===== config.mk =====
export PLATFORM = sky130hd
export DESIGN_NAME = weighted_round_robin_scheduler_top
export DESIGN_NICKNAME = d
export VERILOG_FILES = /design/src/wrrs_pkg.sv /design/src/wrrs_ram.sv /design/src/wrrs_slice_alu.sv /design/src/wrrs_ctrl.sv /design/src/weighted_round_robin_scheduler_top.sv
export SDC_FILE = /design/constraint.sdc
export NUM_CORES = 1
export LEC_CHECK = 0
export BUFFER_PORTS_ARGS = -buffer_cell sky130_fd_sc_hd__buf_2
export CAP_MARGIN = 20
export CORE_MARGIN = 2
export CORE_UTILIZATION = 60
export DETAILED_ROUTE_END_ITERATION = 16
export PLACE_DENSITY = 0.77
export RECOVER_POWER = 50
export SLEW_MARGIN = 20
export SYNTH_ARGS = -nofsm -noshare
export SYNTH_HDL_FRONTEND = slang
export SYNTH_SLANG_ARGS = --single-unit

===== constraint.sdc =====
create_clock -name aclk -period 21 [get_ports aclk]
set_input_delay 2.1 -clock aclk [delete_from_list [all_inputs] [get_ports aclk]]
set_output_delay 2.1 -clock aclk [all_outputs]
set_load 0.01 [all_outputs]

===== src/wrrs_pkg.sv =====
// Shared types and constants of the weighted round-robin scheduler.
package wrrs_pkg;

    localparam int QUEUE_DEPTH_DEFAULT = 16;
    localparam logic [15:0] QUANTUM_RESET = 16'd10;
    localparam int OCC_W = 5;

    localparam logic OP_ADD   = 1'b0;
    localparam logic OP_SLICE = 1'b1;

    localparam logic [1:0] STATUS_OK    = 2'd0;
    localparam logic [1:0] STATUS_FULL  = 2'd1;
    localparam logic [1:0] STATUS_EMPTY = 2'd2;

    typedef struct packed {
        logic        operation;
        logic [7:0]  task_id;
        logic [15:0] arrival;
        logic [15:0] burst;
        logic [1:0]  task_class;
    } item_t;

    // One queue slot as held in the record RAM.
    typedef struct packed {
        logic [7:0]  id;
        logic [15:0] arrival;
        logic [15:0] remaining;
        logic [1:0]  cls;
        logic [15:0] run;
        logic [7:0]  sw;
    } task_rec_t;

    typedef struct packed {
        logic [1:0]       status;
        logic [7:0]       served_id;
        logic [15:0]      burned;
        logic [15:0]      remaining;
        logic             finished;
        logic [15:0]      run_total;
        logic [7:0]       switches;
        logic [OCC_W-1:0] occupancy;
    } result_t;

    typedef struct packed {
        logic [15:0] give;
        logic [15:0] new_rem;
        logic [15:0] total;
        logic        fin;
        logic [7:0]  sw;
    } slice_res_t;

    typedef enum logic [3:0] {
        ST_IDLE,
        ST_SCAN_RD,
        ST_SCAN_CHK,
        ST_SHIFT_RD,
        ST_SHIFT_WR,
        ST_INSERT,
        ST_SLICE_RD,
        ST_SLICE_EX,
        ST_DONE
    } state_t;

endpackage


===== src/wrrs_ram.sv =====
// Generic simple dual-port RAM with registered read.
module wrrs_ram #(
    parameter int WIDTH = 8,
    parameter int DEPTH = 16
) (
    input  logic                     aclk,
    input  logic                     wr_en,
    input  logic [$clog2(DEPTH)-1:0] wr_addr,
    input  logic [WIDTH-1:0]         wr_data,
    input  logic [$clog2(DEPTH)-1:0] rd_addr,
    output logic [WIDTH-1:0]         rd_data
);

    logic [WIDTH-1:0] mem [DEPTH];

    always_ff @(posedge aclk) begin
        if (wr_en) begin
            mem[wr_addr] <= wr_data;
        end
        rd_data <= mem[rd_addr];
    end

endmodule


===== src/wrrs_slice_alu.sv =====
// Slice arithmetic: weighted quantum, time given, saturating totals.
module wrrs_slice_alu (
    input  logic [15:0]           quantum,
    input  wrrs_pkg::task_rec_t   rec,
    output wrrs_pkg::slice_res_t  res
);
    import wrrs_pkg::*;

    logic [2:0]  weight;
    logic [18:0] slice_len;
    logic [16:0] run_sum;

    always_comb begin
        weight    = {1'b0, rec.cls} + 3'd1;
        slice_len = 19'(quantum) * 19'(weight);
        // slice no longer than the remaining time fits in 16 bits
        res.give    = (19'(rec.remaining) < slice_len) ? rec.remaining : slice_len[15:0];
        res.new_rem = rec.remaining - res.give;
        run_sum     = {1'b0, rec.run} + {1'b0, res.give};
        res.total   = run_sum[16] ? 16'hFFFF : run_sum[15:0];
        res.fin     = (res.new_rem == 16'd0);
        if (res.fin || rec.sw == 8'hFF) begin
            res.sw = rec.sw;
        end else begin
            res.sw = rec.sw + 8'd1;
        end
    end

endmodule


===== src/wrrs_ctrl.sv =====
// Queue sequencer: circular record store, ordered insert, slice service.
module wrrs_ctrl #(
    parameter int QUEUE_DEPTH = wrrs_pkg::QUEUE_DEPTH_DEFAULT
) (
    input  logic                           aclk,
    input  logic                           aresetn,
    input  logic [15:0]                    quantum,
    input  logic                           s_valid,
    output logic                           s_ready,
    input  wrrs_pkg::item_t                s_item,
    output logic                           res_valid,
    input  logic                           res_ready,
    output wrrs_pkg::result_t              res,
    output logic                           wr_en,
    output logic [$clog2(QUEUE_DEPTH)-1:0] wr_addr,
    output wrrs_pkg::task_rec_t            wr_data,
    output logic [$clog2(QUEUE_DEPTH)-1:0] rd_addr,
    input  wrrs_pkg::task_rec_t            rd_data
);
    import wrrs_pkg::*;

    localparam int AW = $clog2(QUEUE_DEPTH);
    localparam int CW = $clog2(QUEUE_DEPTH + 1);
    localparam int SW = CW + 1;
    localparam logic [CW-1:0] DEPTH_C  = CW'(QUEUE_DEPTH);
    localparam logic [SW-1:0] DEPTH_SW = SW'(QUEUE_DEPTH);

    state_t          state_reg, state_next;
    logic [CW-1:0]   count_reg, count_next;
    logic [AW-1:0]   head_reg, head_next;
    logic [CW-1:0]   idx_reg, idx_next;
    logic [CW-1:0]   pos_reg, pos_next;
    item_t           item_reg, item_next;
    result_t         res_reg, res_next;
    slice_res_t      slice;

    // queue position to RAM slot, wrapping once past the end
    function automatic logic [AW-1:0] phys(input logic [AW-1:0] head,
                                           input logic [CW-1:0] p);
        logic [SW-1:0] s;
        s = SW'(head) + SW'(p);
        if (s >= DEPTH_SW) begin
            s = s - DEPTH_SW;
        end
        return s[AW-1:0];
    endfunction

    wrrs_slice_alu u_alu (
        .quantum (quantum),
        .rec     (rd_data),
        .res     (slice)
    );

    assign res = res_reg;

    always_ff @(posedge aclk) begin
        if (!aresetn) begin
            state_reg <= ST_IDLE;
            count_reg <= '0;
            head_reg  <= '0;
        end else begin
            state_reg <= state_next;
            count_reg <= count_next;
            head_reg  <= head_next;
        end
        idx_reg  <= idx_next;
        pos_reg  <= pos_next;
        item_reg <= item_next;
        res_reg  <= res_next;
    end

    always_comb begin
        state_next = state_reg;
        count_next = count_reg;
        head_next  = head_reg;
        idx_next   = idx_reg;
        pos_next   = pos_reg;
        item_next  = item_reg;
        res_next   = res_reg;
        s_ready    = 1'b0;
        res_valid  = 1'b0;
        wr_en      = 1'b0;
        wr_addr    = phys(head_reg, idx_reg);
        wr_data    = rd_data;
        rd_addr    = phys(head_reg, idx_reg);

        unique case (state_reg)
            ST_IDLE: begin
                s_ready = 1'b1;
                if (s_valid) begin
                    item_next          = s_item;
                    res_next           = '0;
                    res_next.status    = STATUS_OK;
                    res_next.occupancy = OCC_W'(count_reg);
                    idx_next           = '0;
                    if (s_item.operation == OP_ADD) begin
                        if (count_reg == DEPTH_C) begin
                            res_next.status = STATUS_FULL;
                            state_next      = ST_DONE;
                        end else if (count_reg == '0) begin
                            pos_next   = '0;
                            state_next = ST_INSERT;
                        end else begin
                            state_next = ST_SCAN_RD;
                        end
                    end else begin
                        if (count_reg == '0) begin
                            res_next.status = STATUS_EMPTY;
                            state_next      = ST_DONE;
                        end else begin
                            state_next = ST_SLICE_RD;
                        end
                    end
                end
            end
            ST_SCAN_RD: begin
                state_next = ST_SCAN_CHK;
            end
            ST_SCAN_CHK: begin
                if (rd_data.arrival > item_reg.arrival) begin
                    pos_next   = idx_reg;
                    idx_next   = count_reg - CW'(1);
                    state_next = ST_SHIFT_RD;
                end else if (idx_reg + CW'(1) == count_reg) begin
                    pos_next   = count_reg;
                    state_next = ST_INSERT;
                end else begin
                    idx_next   = idx_reg + CW'(1);
                    state_next = ST_SCAN_RD;
                end
            end
            ST_SHIFT_RD: begin
                state_next = ST_SHIFT_WR;
            end
            ST_SHIFT_WR: begin
                wr_en   = 1'b1;
                wr_addr = phys(head_reg, idx_reg + CW'(1));
                wr_data = rd_data;
                if (idx_reg == pos_reg) begin
                    state_next = ST_INSERT;
                end else begin
                    idx_next   = idx_reg - CW'(1);
                    state_next = ST_SHIFT_RD;
                end
            end
            ST_INSERT: begin
                wr_en             = 1'b1;
                wr_addr           = phys(head_reg, pos_reg);
                wr_data.id        = item_reg.task_id;
                wr_data.arrival   = item_reg.arrival;
                wr_data.remaining = item_reg.burst;
                wr_data.cls       = item_reg.task_class;
                wr_data.run       = '0;
                wr_data.sw        = '0;
                count_next         = count_reg + CW'(1);
                res_next.occupancy = OCC_W'(count_reg + CW'(1));
                state_next         = ST_DONE;
            end
            ST_SLICE_RD: begin
                rd_addr    = head_reg;
                state_next = ST_SLICE_EX;
            end
            ST_SLICE_EX: begin
                res_next.served_id = rd_data.id;
                res_next.burned    = slice.give;
                res_next.remaining = slice.new_rem;
                res_next.finished  = slice.fin;
                res_next.run_total = slice.total;
                res_next.switches  = slice.sw;
                head_next          = phys(head_reg, CW'(1));
                if (slice.fin) begin
                    count_next         = count_reg - CW'(1);
                    res_next.occupancy = OCC_W'(count_reg - CW'(1));
                end else begin
                    // head record goes to the slot just past the tail
                    wr_en             = 1'b1;
                    wr_addr           = phys(head_reg, count_reg);
                    wr_data.remaining = slice.new_rem;
                    wr_data.run       = slice.total;
                    wr_data.sw        = slice.sw;
                    res_next.occupancy = OCC_W'(count_reg);
                end
                state_next = ST_DONE;
            end
            ST_DONE: begin
                res_valid = 1'b1;
                if (res_ready) begin
                    state_next = ST_IDLE;
                end
            end
            default: begin
                state_next = ST_IDLE;
            end
        endcase
    end

`ifndef SYNTHESIS
    a_count_bound: assert property (@(posedge aclk) disable iff (!aresetn)
        count_reg <= DEPTH_C)
        else $error("queue count beyond depth");
    a_insert_room: assert property (@(posedge aclk) disable iff (!aresetn)
        state_reg == ST_INSERT |-> count_reg < DEPTH_C)
        else $error("insert into a full queue");
    a_shift_range: assert property (@(posedge aclk) disable iff (!aresetn)
        state_reg == ST_SHIFT_WR |-> (idx_reg >= pos_reg && idx_reg < count_reg))
        else $error("shift index outside insert range");
    a_count_source: assert property (@(posedge aclk) disable iff (!aresetn)
        !$stable(count_reg) |->
            ($past(state_reg) == ST_INSERT || $past(state_reg) == ST_SLICE_EX))
        else $error("queue count changed outside insert or slice");
    a_idle_no_write: assert property (@(posedge aclk) disable iff (!aresetn)
        (state_reg == ST_IDLE || state_reg == ST_DONE) |-> !wr_en)
        else $error("record write while not working on an item");
`endif

endmodule


===== src/weighted_round_robin_scheduler_top.sv =====
// Top level of the weighted round-robin time-slice scheduler.
//
// Ready queue of up to QUEUE_DEPTH task records held in one RAM with a
// registered read, addressed as a circular buffer from a head
// pointer. An add transfer (operation 0) walks the queue from the head, one
// entry per read, to find the first task whose arrival is strictly later,
// moves the entries behind that point one slot towards the tail, newest
// first, and writes the new record in the gap; a full queue drops the task
// with status 1. A slice transfer (operation 1) reads the head task, serves
// it for min(remaining, quantum * (class + 1)), and either retires it or
// writes it back one slot past the tail; the head pointer simply advances.
// A slice on an empty queue returns status 2. Rate: one item at a time.
// Every search read and every move is one pass through the single RAM read
// port and waits on its registered read; full and empty cases go straight to
// the result. The result sits in an output register, so the next input is
// taken while a result still waits on m_ready. quantum is written through
// the cfg_ channel (always ready); the user must write it only while the block
// is idle, which the block itself does not enforce; it resets to 10.
// RAM contents need no clearing after reset: only occupied slots are read.
module weighted_round_robin_scheduler_top #(
    parameter int QUEUE_DEPTH = wrrs_pkg::QUEUE_DEPTH_DEFAULT
) (
    input  logic                       aclk,
    input  logic                       aresetn,
    // configuration: quantum
    input  logic                       cfg_valid,
    output logic                       cfg_ready,
    input  logic [15:0]                cfg_data,
    // input items
    input  logic                       s_valid,
    output logic                       s_ready,
    input  logic                       s_operation,
    input  logic [7:0]                 s_task_id,
    input  logic [15:0]                s_arrival,
    input  logic [15:0]                s_burst,
    input  logic [1:0]                 s_task_class,
    // results
    output logic                       m_valid,
    input  logic                       m_ready,
    output logic [1:0]                 m_status,
    output logic [7:0]                 m_served_id,
    output logic [15:0]                m_burned,
    output logic [15:0]                m_remaining,
    output logic                       m_finished,
    output logic [15:0]                m_run_total,
    output logic [7:0]                 m_switches,
    output logic [wrrs_pkg::OCC_W-1:0] m_occupancy
);
    import wrrs_pkg::*;

    localparam int AW = $clog2(QUEUE_DEPTH);

    logic [15:0] quantum_reg;
    logic        out_valid_reg;
    result_t     out_reg;

    item_t       s_item;
    logic        res_valid;
    logic        res_ready;
    result_t     res;

    logic            wr_en;
    logic [AW-1:0]   wr_addr;
    task_rec_t       wr_data;
    logic [AW-1:0]   rd_addr;
    task_rec_t       rd_data;

    // Quantum register; the user must write it only while idle, as the block has no guard.
    assign cfg_ready = 1'b1;

    always_ff @(posedge aclk) begin
        if (!aresetn) begin
            quantum_reg <= QUANTUM_RESET;
        end else if (cfg_valid) begin
            quantum_reg <= cfg_data;
        end
    end

    always_comb begin
        s_item.operation  = s_operation;
        s_item.task_id    = s_task_id;
        s_item.arrival    = s_arrival;
        s_item.burst      = s_burst;
        s_item.task_class = s_task_class;
    end

    wrrs_ctrl #(
        .QUEUE_DEPTH (QUEUE_DEPTH)
    ) u_ctrl (
        .aclk      (aclk),
        .aresetn   (aresetn),
        .quantum   (quantum_reg),
        .s_valid   (s_valid),
        .s_ready   (s_ready),
        .s_item    (s_item),
        .res_valid (res_valid),
        .res_ready (res_ready),
        .res       (res),
        .wr_en     (wr_en),
        .wr_addr   (wr_addr),
        .wr_data   (wr_data),
        .rd_addr   (rd_addr),
        .rd_data   (rd_data)
    );

    // Task records, one slot per queue entry.
    wrrs_ram #(
        .WIDTH ($bits(task_rec_t)),
        .DEPTH (QUEUE_DEPTH)
    ) u_rec_ram (
        .aclk    (aclk),
        .wr_en   (wr_en),
        .wr_addr (wr_addr),
        .wr_data (wr_data),
        .rd_addr (rd_addr),
        .rd_data (rd_data)
    );

    // Output register: loads when empty or being drained this cycle.
    assign res_ready = !out_valid_reg || m_ready;

    always_ff @(posedge aclk) begin
        if (!aresetn) begin
            out_valid_reg <= 1'b0;
        end else if (res_ready) begin
            out_valid_reg <= res_valid;
        end
        if (res_ready && res_valid) begin
            out_reg <= res;
        end
    end

    assign m_valid     = out_valid_reg;
    assign m_status    = out_reg.status;
    assign m_served_id = out_reg.served_id;
    assign m_burned    = out_reg.burned;
    assign m_remaining = out_reg.remaining;
    assign m_finished  = out_reg.finished;
    assign m_run_total = out_reg.run_total;
    assign m_switches  = out_reg.switches;
    assign m_occupancy = out_reg.occupancy;

`ifndef SYNTHESIS
    a_out_hold: assert property (@(posedge aclk) disable iff (!aresetn)
        (m_valid && !m_ready) |=> (m_valid && $stable(out_reg)))
        else $error("result changed before its transfer");
    a_no_overwrite: assert property (@(posedge aclk) disable iff (!aresetn)
        (res_valid && res_ready) |=> m_valid)
        else $error("result lost on its way to the output register");
    a_quantum_write: assert property (@(posedge aclk) disable iff (!aresetn)
        (cfg_valid && cfg_ready) |=> quantum_reg == $past(cfg_data))
        else $error("quantum write not taken");
`endif

endmodule


**Word level (Yosys, flattened, before mapping)**

Memory sizes are Yosys's and may differ from the RTL's. A register that Yosys moved wholly into a read port is not among the register bits.
Cells that the tools add are included.

- Eq/ne operators: 20
- $add $sub $neg: 18
- Magnitude comparators: 7
- Mux-type cells: 53
- $mul: 1
- Reductions and logical operators: 20

Operator list:

| operator | number |
|---|---|
| $pmux 65 s2 | 1 |
| $mux 70 | 1 |
| $mux 5 | 11 |
| $mux 4 | 13 |
| $mux 16 | 3 |
| $mux 24 | 2 |
| $pmux 24 s2 | 1 |
| $pmux 16 s2 | 1 |
| $pmux 4 s8 | 1 |
| $pmux 5 s3 | 2 |
| $add 4x5->6 | 4 |
| $ge 6x5->1 const B | 4 |
| $pmux 5 s2 | 2 |
| $sub 4x1->4 const B | 5 |
| $lt 16x19->1 | 1 |
| $mul 16x3->19 | 1 |
| $add 16x16->17 | 1 |
| $eq 4x3->1 const B | 4 |
| $gt 16x16->1 | 1 |
| $logic_not 16->1 | 1 |
| $sub 16x16->16 | 1 |
| $pmux 4 s3 | 1 |
| $add 5x1->5 const B | 2 |
| $eq 5x5->1 | 2 |
| 30 further kinds | 53 |

- Memory bits (writable): 1056
- Word-level logic and storage cells: 147
- Output and inout port bits: 75
- Memories: 1
- Bits in registers: 226

Memories:

| name | depth | width | rd ports | clocked after Yosys merged registers in | wr ports | line | source |
|---|---|---|---|---|---|---|---|
| u_rec_ram.mem | 16 | 66 | 1 | 1 | 1 | wrrs_ram.sv:14 | `logic [WIDTH-1:0] mem [DEPTH];` |

**Depth between registers and ports, before layout**

Gate-level depths: netlist of the first run.

- Depth in word-level cells: 10
- Gate-level depth with buffers: 42
- Gate-level depth less buffers: 38

**Modules after synthesis**

From an unflattened synthesis of the first run, not the netlist that was laid out.

- Cell total of the unflattened synthesis: 3083
- Area total of the unflattened synthesis: 55129.1 µm²

Modules (own cells, without submodules):

| module | sequential area each (µm²) | cells each | instances | area an instance (µm²) |
|---|---|---|---|---|
| wrrs_ram | 33031.7 | 1698 | 1 | 40800.4 |
| wrrs_ctrl | 3983.8 | 635 | 1 | 7169.4 |
| wrrs_slice_alu | 0.0 | 620 | 1 | 4331.7 |
| weighted_round_robin_scheduler_top | 2502.4 | 130 | 1 | 2827.7 |

**Least setup slack after synthesis of the first run**

Ideal clock, no wire load.

- Path kind: register to register
- Start point: register u_rec_ram.rd_data[24], read port of u_rec_ram.mem
- End point: memory u_rec_ram.mem[6][0] (netlist name), enable pin
- Arrival: 11.551 ns
- Setup time: 0.491 ns
- Slack: 8.959 ns
- Required time: 20.509 ns
- Cell stages (with the launch flop): 38
- Path buffers: 5
- Period minus slack after synthesis: 12.041 ns
- Cells stage by stage: dfxtp_1 > ha_1 > clkbuf_1 > nand2_1 > fa_1 > inv_1 > ha_1 > fa_1 > a21o_1 > a221oi_1 > xnor2_1 > ha_1 > a21o_1 > a21oi_1 > o21ai_0 > a211o_1 > maj3_1 > a21boi_1 > (+2 left out) > buf_2 > o21ai_0 > ha_1 > inv_1 > fa_1 > buf_1 > maj3_1 > a21oi_1 > xnor2_1 > mux2_2 > nor4_1 > and4_1 > nand4b_1 > or4_1 > buf_2 > a221oi_2 > nand3_1 > nor2_1

RTL lines:

| what | line | source |
|---|---|---|
| start, declared | wrrs_ram.sv:11 | `output logic [WIDTH-1:0] rd_data` |
| end, declared | wrrs_ram.sv:14 |  |

**Worst setup path in the final report of the first run**

- Start point: register u_ctrl.idx_reg[0]
- End point: register u_rec_ram.rd_data[56], read port of u_rec_ram.mem

- Cells in the longest elaborated chain, start to end: 4

RTL lines:

| what | line | source |
|---|---|---|
| start, declared | wrrs_ctrl.sv:31 | `logic [CW-1:0] idx_reg, idx_next;` |
| start signal, assigned | wrrs_ctrl.sv:66 | `idx_reg <= idx_next;` |
| $add 4x5->6 * | wrrs_ctrl.sv:41 | `s = SW'(head) + SW'(p);` |
| $ge 6x5->1 / $sub 4x1->4 (equally long branches) | wrrs_ctrl.sv:42, wrrs_ctrl.sv:43 |  |
| $mux 4 * | wrrs_ctrl.sv:42 | `if (s >= DEPTH_SW) begin` |
| $mux 4 * | wrrs_ctrl.sv:87 | `unique case (state_reg)` |

Every way passes the cells marked *; elsewhere a longest branch is shown, timed or not.
A chain may end at the register's enable or synchronous reset.

==> summary.md, run 1 <==
| Metric | Value |
|---|---|
| Status | `complete, but fails checks` |
| Failing checks | `max-capacitance violations, max-slew violations` |
| Tot Pwr | `0.0107 W` |
| Vias per cell | `6.47` |
| Max capacitance violation total | `20` |
| Synth Warn # | `0` |
| GRT Overall Usage | `29.0%` |
| H-tree lvl count | `4` |
| Worst path buffer plus inverter count | `4` |
| Critical Path End Type | `register` |
| Post-CTS Setup Inserts | `0` |
| Cells after Synth | `roughly 3.2k` |
| Critical path required time | `21590 ps` |
| Core Region | `0.0919 mm²` |
| Die width | `309 µm` |
| #FFs+latches synth | `1348` |
| Worst hold path type | `reg2reg` |
| Via count | `just over 30k` |
| Cell mode on critical path | `clkbuf_1` |
| Fin crit period | `15290 ps` |
| Clock net sink count | `1348` |
| Initial DRC count | `3341` |
| Number of fill cells | `between 5k and 6k` |
| Area added between synthesis and finish | `11.7%` |
| Chip height | `just over 300 µm` |
| Worst setup path category | `reg2reg` |
| CP Max Fanout | `144` |
| Peak supply drop | `116 µV` |
| CTS tree | `done` |
| Seq/Total Area, Yosys | `70.8%` |
| Count of different cell masters after synthesis | `94` |
| Hold buffers post-CTS | `0` |
| Maximum clock frequency | `65.4 MHz` |
| Setup TNS | `0 ps` |
| First-pass GRT wire length | `201000 µm` |
| Full die area | `0.0955 mm²` |
| Fin. Hold Viols | `0` |
| Tcrit/Tclk final | `about 73%` |
| Worst-skew pair later-pin latency | `760 ps` |
| Largest net degree at the start of global routing | `around 150` |
| CTS Buffer Depth | `3` |
| Clk_skew | `34.0 ps` |
| Critical Path, Cell by Cell | `ha_1, inv_1, fa_1, mux2i_4, clkbuf_1, clkbuf_1, clkbuf_1, mux4_2, nor2b_1, a211oi_1, a21oi_1` |
| Share of cells above drive strength 1 | `17.3%` |
| Hpwl dp | `around 79000 µm` |
| PortBufs | `137` |
| Syn_nets | `3396` |
| Unrepaired setup endpoints after global routing | `false` |
| Post-DRT Antenna Nets | `0` |
| RD Place Congestion | `0.990` |
| Synth Area per Inst | `approximately 17 µm²` |
| Reg-to-reg slack, setup | `5710 ps` |
| Nets | `3581` |
| Routed length per instance | `28.4 µm` |
| I/O pin count | `139` |
| Initial cell density of the core | `60.7%` |
| CP max-delay cell | `clkbuf_1` |
| Quantity of gates resized following cts | `0` |
| Worst Tran Pin Value | `around 9000 ps` |
| Largest stage delay, worst path | `between 6000 and 7000 ps` |
| Leak | `21.0 nW` |
| Final Max Tran Viols | `745` |
| Clock buffer count from CTS | `136` |
| Antenna violations before repair | `7` |
| Final setup fails | `0` |
| CTS Root Buffer Type | `clkbuf_16` |
| Post-synth ARST share | `0%` |
| Min Hold Slack | `413 ps` |
| Detailed Routing Iterations Pass 1 | `6` |
| EDFF count, synth | `1252` |
| Worst path top cell family by delay | `buffers and inverters` |
| Power Dens Cells | `171 mW/mm²` |
| Total grt overflow | `0` |
| Worst setup SP type | `register` |
| Residual DRC | `0` |
| Drt total wl | `~140000 µm` |
| Clk slew on worst S/H paths | `~60 ps` |
| Max reg flops | `about 1.1k` |
| Top_reg_cell synth | `edfxtp_1` |
| Vias in the first global route | `31.6k` |
| Slew headroom | `-493%` |
| Synth Cell Area | `0.0558 mm²` |
| Crit path DAT | `between 15000 and 20000 ps` |
| Row Count | `~110` |
-- logic make-up (layout without fill, tap and decap cells) --
group / after synthesis / count (layout) / share of synthesized area [%]
flops: 1348 / 1348 / 70.8
mux: 366 / 366 / 12.5
fa+ha+maj: 113 / 113 / 2.78
compound gates: 496 / 496 / 5.84
buf+inv: 264 / 563 / 1.82
simple gates: 564 / 564 / 5.14
xor+xnor: 71 / 71 / 1.14
other cells: 1 / 3 / 0.00672
-- where the power goes --
part / internal, W / total (W) / switching [W]
Clock: 0.00137 / 0.00240 / 0.00103
Sequential: 0.00381 / 0.00404 / 0.000225
Combinational: 0.00159 / 0.00424 / 0.00265
Total: 0.00677 / 0.0107 / 0.00391
-- Yosys cell counts, types with 19 or more instances --
library cell	n	area [µm²]
a211oi_1	70	526
a21o_1	20	150
a21oi_1	172	861
and2_1	36	225
and3_1	22	138
buf_1	39	146
clkbuf_1	119	447
dfxtp_1	96	1920
edfxtp_1	1252	37600
fa_1	20	400
ha_1	89	1110
inv_1	97	364
mux2i_1	99	991
mux4_2	264	5950
nand2_1	151	567
nand2b_1	24	150
nand3_1	33	165
nor2_1	121	454
nor2b_1	95	594
nor3_1	19	95.1
o21ai_0	71	355
xnor2_1	43	377
xor2_1	27	236
-- final timing paths --
path / start / endpoint / depth (start not counted)
setup reg to reg: u_ctrl.idx_reg[0] / u_rec_ram.rd_data[56] / 11
setup / recovery: u_ctrl.idx_reg[0] / u_rec_ram.rd_data[56] / 11
hold / removal: u_ctrl.res[27] / m_run_total[14] / 0
hold reg to reg: u_ctrl.res[27] / m_run_total[14] / 0
-- cells in the final DEF, fill, tap and decap left out, drive strengths merged, types with 6 or more instances in the layout --
| cell | netlist | final |
|---|---|---|
| buf | 47 | 90 |
| or3 | 6 | 6 |
| edfxtp | 1252 | 1252 |
| or2 | 7 | 7 |
| a21oi | 172 | 172 |
| xnor2 | 43 | 43 |
| o31ai | 10 | 10 |
| dfxtp | 96 | 96 |
| o21a | 15 | 15 |
| nand3 | 33 | 33 |
| o22ai | 11 | 11 |
| mux2i | 99 | 99 |
| and2 | 36 | 36 |
| nor4 | 9 | 9 |
| nand4 | 10 | 10 |
| and3 | 22 | 22 |
| nand2 | 151 | 151 |
| nand2b | 24 | 24 |
| bufinv | 0 | 9 |
| o31a | 6 | 6 |
| clkinvlp | 0 | 7 |
| nor3 | 21 | 21 |
| a31oi | 14 | 14 |
| o211ai | 15 | 15 |
| o22a | 15 | 15 |
| fa | 20 | 20 |
| o21bai | 8 | 8 |
| nor2 | 124 | 124 |
| a21o | 20 | 20 |
| ha | 89 | 89 |
| nor2b | 95 | 95 |
| clkbuf | 119 | 288 |
| xor2 | 27 | 27 |
| a211oi | 71 | 71 |
| inv | 97 | 107 |
| mux4 | 264 | 264 |
| a22oi | 9 | 9 |
| clkinv | 1 | 62 |
| o21ai | 75 | 75 |
-- stage by stage --
step | setup slack (ps) | instances | utilization [%] | cell area, µm²
floorplan | 8960 | 3223 | - | 55800
global placement | 9120 | 4509 | 63.3 | 58200
detailed placement | 9030 | 4509 | 63.3 | 58200
CTS | 8970 | 4761 | 68.2 | 62700
global route | 5060 | 4766 | 67.8 | 62300
finish | 5710 | 4767 | 67.8 | 62300
-- routing by layer --
| layer | track usage, % | part of all wire [%] | vias up |
|---|---|---|---|
| met5 | 0 | 0.0096 | - |
| met4 | 11.5 | 3.5 | 2 |
| met3 | 5.05 | 7.4 | 276 |
| met2 | 47.9 | 50 | 1538 |
| met1 | 38.9 | 39 | 15906 |
| li1 | - | - | 13133 |
-- cell type report --
cell class | instances | area [µm²] | share of cell area [%]
antenna | 2 | 5.00 | 0.00803
clock buffer | 165 | 3680 | 5.90
multi-input combinational | 1611 | 15400 | 24.7
sequential | 1348 | 39500 | 63.4
tap | 1243 | 1560 | 2.49
inverter | 98 | 368 | 0.590
clock inverter | 87 | 787 | 1.26
timing repair buffer | 213 | 1020 | 1.64
No activity file was read; power rests on OpenSTA's default activity.
==> run 2: changes to the inputs <==
--- a/config.mk
+++ b/config.mk
@@ -5,6 +5,7 @@
 export SDC_FILE = /design/constraint.sdc
 export NUM_CORES = 1
 export LEC_CHECK = 0
+export ABC_AREA = 1
 export BUFFER_PORTS_ARGS = -buffer_cell sky130_fd_sc_hd__buf_2
 export CAP_MARGIN = 20
 export CORE_MARGIN = 2
==> constraint.sdc (replaced) <==
create_clock -name aclk -period 14.21 [get_ports aclk]
set_input_delay 1.421 -clock aclk [delete_from_list [all_inputs] [get_ports aclk]]
set_output_delay 1.421 -clock aclk [all_outputs]
set_load 0.01 [all_outputs]
==> summary.md, run 2 <==
| Metric | Value |
|---|---|
| Most frequent cells in the layout | `edfxtp_1 (1252), nor2_1 (688), o21ai_0 (619) (was edfxtp_1 (1252), mux4_2 (264), a21oi_1 (171))` |
| Area of the multi-input gates | `0.0145 mm² (was 0.0154 mm²)` |
| Detailed Routing Iterations Pass 1 | `5 (was 6)` |
| Combinational Power Share | `40.2% (was 39.7%)` |
| Tcrit/Tclk final | `82.3% (was 72.8%)` |
| Status | `complete, but fails checks (unchanged)` |
| Clk slew on worst S/H paths | `60 ps (about the same)` |
| Residual DRC | `0 (unchanged)` |
| Initial cell density of the core | `60.8% (was 60.7%)` |
| Chip height | `309 µm (about the same)` |
| Largest area contributor in the netlist | `edfxtp_1 (unchanged)` |
| GRT Overall Usage | `30.0% (was 29.0%)` |
| Clock share of power | `23.0% (was 22.5%)` |
| Routed length per instance | `24.1 µm (was 28.4 µm)` |
| Die width | `309 µm (about the same)` |
| Min Hold Slack | `401 ps (was 413 ps)` |
| Worst Tran Pin Value | `4210 ps (was 8890 ps)` |
| Min setup slack post-route | `2510 ps (was 5710 ps)` |
| RD Place Congestion | `0.957 (was 0.990)` |
| Placed cell areas | `0.0580 mm² (was 0.0582 mm²)` |
| Total grt overflow | `0 (unchanged)` |
| Antenna violations before repair | `3 (was 7)` |
| Post-place setup slack | `3960 ps (was 9030 ps)` |
| Nets | `4771 (was 3581)` |
| Area added between synthesis and finish | `11.0% (was 11.7%)` |
| Peak supply drop | `149 µV (was 116 µV)` |
| CTS tree | `done (unchanged)` |
| Setup TNS | `0 ps (unchanged)` |
| Critical path required time | `14580 ps (was 21590 ps)` |
| Post-CTS Setup Inserts | `0 (unchanged)` |
| Final Max Tran Viols | `831 (was 745)` |
| Slew headroom | `-181% (was -493%)` |
| Initial DRC count | `5147 (was 3341)` |
| Area share of the largest cell type after synthesis | `67.3% (about the same)` |
| EDFF count, synth | `1252 (unchanged)` |
| Seq pwr share | `36.8% (was 37.8%)` |
| CP Max Fanout | `43 (was 144)` |
| I/O pin count | `139 (unchanged)` |
| Post-synth ARST share | `0% (unchanged)` |
| Worst hold path type | `reg2reg (unchanged)` |
| Internal | `0.00890 W (was 0.00677 W)` |
| Fin crit period | `11700 ps (was 15290 ps)` |
| Share of cells above drive strength 1 | `7.96% (was 17.3%)` |
| Crit path DAT | `12070 ps (was 15880 ps)` |
| Synth Area per Inst | `12.4 µm² (was 17.3 µm²)` |
| Cells after Synth | `4503 (was 3223)` |
| Largest net degree at the start of global routing | `261 (was 145)` |
| Sw power | `0.00618 W (was 0.00391 W)` |
| N_diodes | `0 (was 2)` |
| Failing checks | `max-capacitance violations, max-slew violations (unchanged)` |
| Clk_skew | `56.1 ps (was 34.0 ps)` |
| Worst setup path category | `reg2reg (unchanged)` |
| Power Dens Cells | `243 mW/mm² (was 171 mW/mm²)` |
| Worst-skew pair later-pin latency | `780 ps (was 760 ps)` |
| Synth Warn # | `0 (unchanged)` |
| Most common cell in the netlist | `edfxtp_1 (unchanged)` |
| Top_reg_cell synth | `edfxtp_1 (unchanged)` |
| Final instance area | `0.0620 mm² (was 0.0623 mm²)` |
| Largest stage delay, worst path | `1010 ps (was 6380 ps)` |
| Seq/Total Area, Yosys | `70.7% (was 70.8%)` |
| Synth Cell Area | `0.0559 mm² (was 0.0558 mm²)` |
| Critical Path End Type | `register (unchanged)` |
| CP max-delay cell | `o21ai_0 (was clkbuf_1)` |
| CTS Root Buffer Type | `clkbuf_16 (unchanged)` |
| Post-route core utilization | `67.5% (was 67.8%)` |
| Count of different cell masters after synthesis | `59 (was 94)` |
| Hpwl dp | `81800 µm (was 79300 µm)` |
| Maximum clock frequency | `85.5 MHz (was 65.4 MHz)` |
| Via count | `37.4k (was 30.9k)` |
| Top cells by area, synth | `edfxtp_1 (67%), o21ai_0 (5.5%), nor2_1 (4.7%) (was edfxtp_1 (67%), mux4_2 (11%), dfxtp_1 (3.4%))` |
| Clock net sink count | `1348 (unchanged)` |
| Vias in the first global route | `36.1k (was 31.6k)` |
| Most common cell after layout, fill and taps aside | `edfxtp_1 (unchanged)` |
| Leak | `21.6 nW (was 21.0 nW)` |
| Post-DRT Antenna Nets | `0 (unchanged)` |
| Syn_nets | `4676 (was 3396)` |
| Cell mode on critical path | `nand2_1 (was clkbuf_1)` |
| Max capacitance violation total | `26 (was 20)` |
| Vias per cell | `6.29 (was 6.47)` |
| Worst setup SP type | `register (unchanged)` |
| Drt total wl | `143000 µm (was 135000 µm)` |
| Max reg flops | `1056 (unchanged)` |
| PortBufs | `137 (unchanged)` |
| CTS Buffer Depth | `3 (unchanged)` |
| Quantity of gates resized following cts | `0 (unchanged)` |
| Clock buffer count from CTS | `135 (was 136)` |
| Hold buffers post-CTS | `0 (unchanged)` |
| Full die area | `0.0956 mm² (was 0.0955 mm²)` |
| Row Count | `111 (unchanged)` |
| Area occupied by registers | `0.0395 mm² (unchanged)` |
| H-tree lvl count | `4 (unchanged)` |
| Fin. Hold Viols | `0 (unchanged)` |
| Core Region | `0.0919 mm² (unchanged)` |
| Commonest cells in the netlist | `edfxtp_1 (1252), nor2_1 (701), o21ai_0 (618) (was edfxtp_1 (1252), mux4_2 (264), a21oi_1 (172))` |
| #FFs+latches synth | `1348 (unchanged)` |
| Final setup fails | `0 (unchanged)` |
| First-pass GRT wire length | `215000 µm (was 201000 µm)` |
| Sw frac | `41.0% (was 36.6%)` |
| Number of fill cells | `6491 (was 5939)` |
| Unrepaired setup endpoints after global routing | `false (unchanged)` |
## run 2: power by group through the flow
stage | clock network, W | registers, W | logic, W
after global placement | 0 | 0.00558 | 0.00591
after floorplan | 0 | 0.00555 | 0.00407
final | 0.00347 | 0.00554 | 0.00607
after detailed placement | 0 | 0.00559 | 0.00603
after global routing | 0.00364 | 0.00558 | 0.00669
after CTS | 0.00350 | 0.00551 | 0.00608
## run 2: layer usage
layer	vias up	wire length (µm)	track usage [%]
met5	-	0	0
met4	0	5420	12.7
met3	306	14100	4.77
met2	2113	68400	48.2
met1	18346	55300	41.1
li1	16680	-	-
## run 2: worst paths after layout
kind,depth (start not counted),start,slack (ps),endpoint
max,41,u_rec_ram.rd_data[24],2510,u_rec_ram.mem[15][63]
max reg2reg,41,u_rec_ram.rd_data[24],2510,u_rec_ram.mem[15][63]
min reg2reg,0,u_ctrl.res[30],400,m_remaining[0]
min,0,u_ctrl.res[30],400,m_remaining[0]
## run 2: critical path: cells and delay by family, from the launching register on
kind / cells / cell delay [ps]
flip-flops: 1 / 350
buffers and inverters: 4 / 1160
AO/OA/AOI/OAI: 3 / 1440
AND/OR/NAND/NOR: 27 / 5450
XOR/XNOR: 1 / 290
adder cells (fa/ha/maj): 6 / 2540
## run 2: kinds of logic after synthesis
logic type	count (synthesis)	share of synthesized area, %
XOR/XNOR	45	0.705
AO/OA/AOI/OAI	1107	12.0
AND/OR/NAND/NOR	1375	10.3
adder cells (fa/ha/maj)	109	2.71
buffers and inverters	518	3.55
other	1	0.00671
flip-flops	1348	70.7
## run 2: layout make-up
| type | instances | share of cell area [%] |
|---|---|---|
| clock buffer | 186 | 5.95 |
| timing repair buffer | 212 | 1.80 |
| multi-input combinational | 2637 | 23.3 |
| inverter | 264 | 1.62 |
| clock inverter | 62 | 1.08 |
| tap | 1243 | 2.51 |
| sequential | 1348 | 63.7 |
## run 2: through the flow
stage	power, W	cells
6_report	0.0151	5952
5_1_grt	0.0159	5952
4_1_cts	0.0151	5950
3_5_place_dp	0.0116	5702
3_3_place_gp	0.0115	5701
2_1_floorplan	0.00963	4503
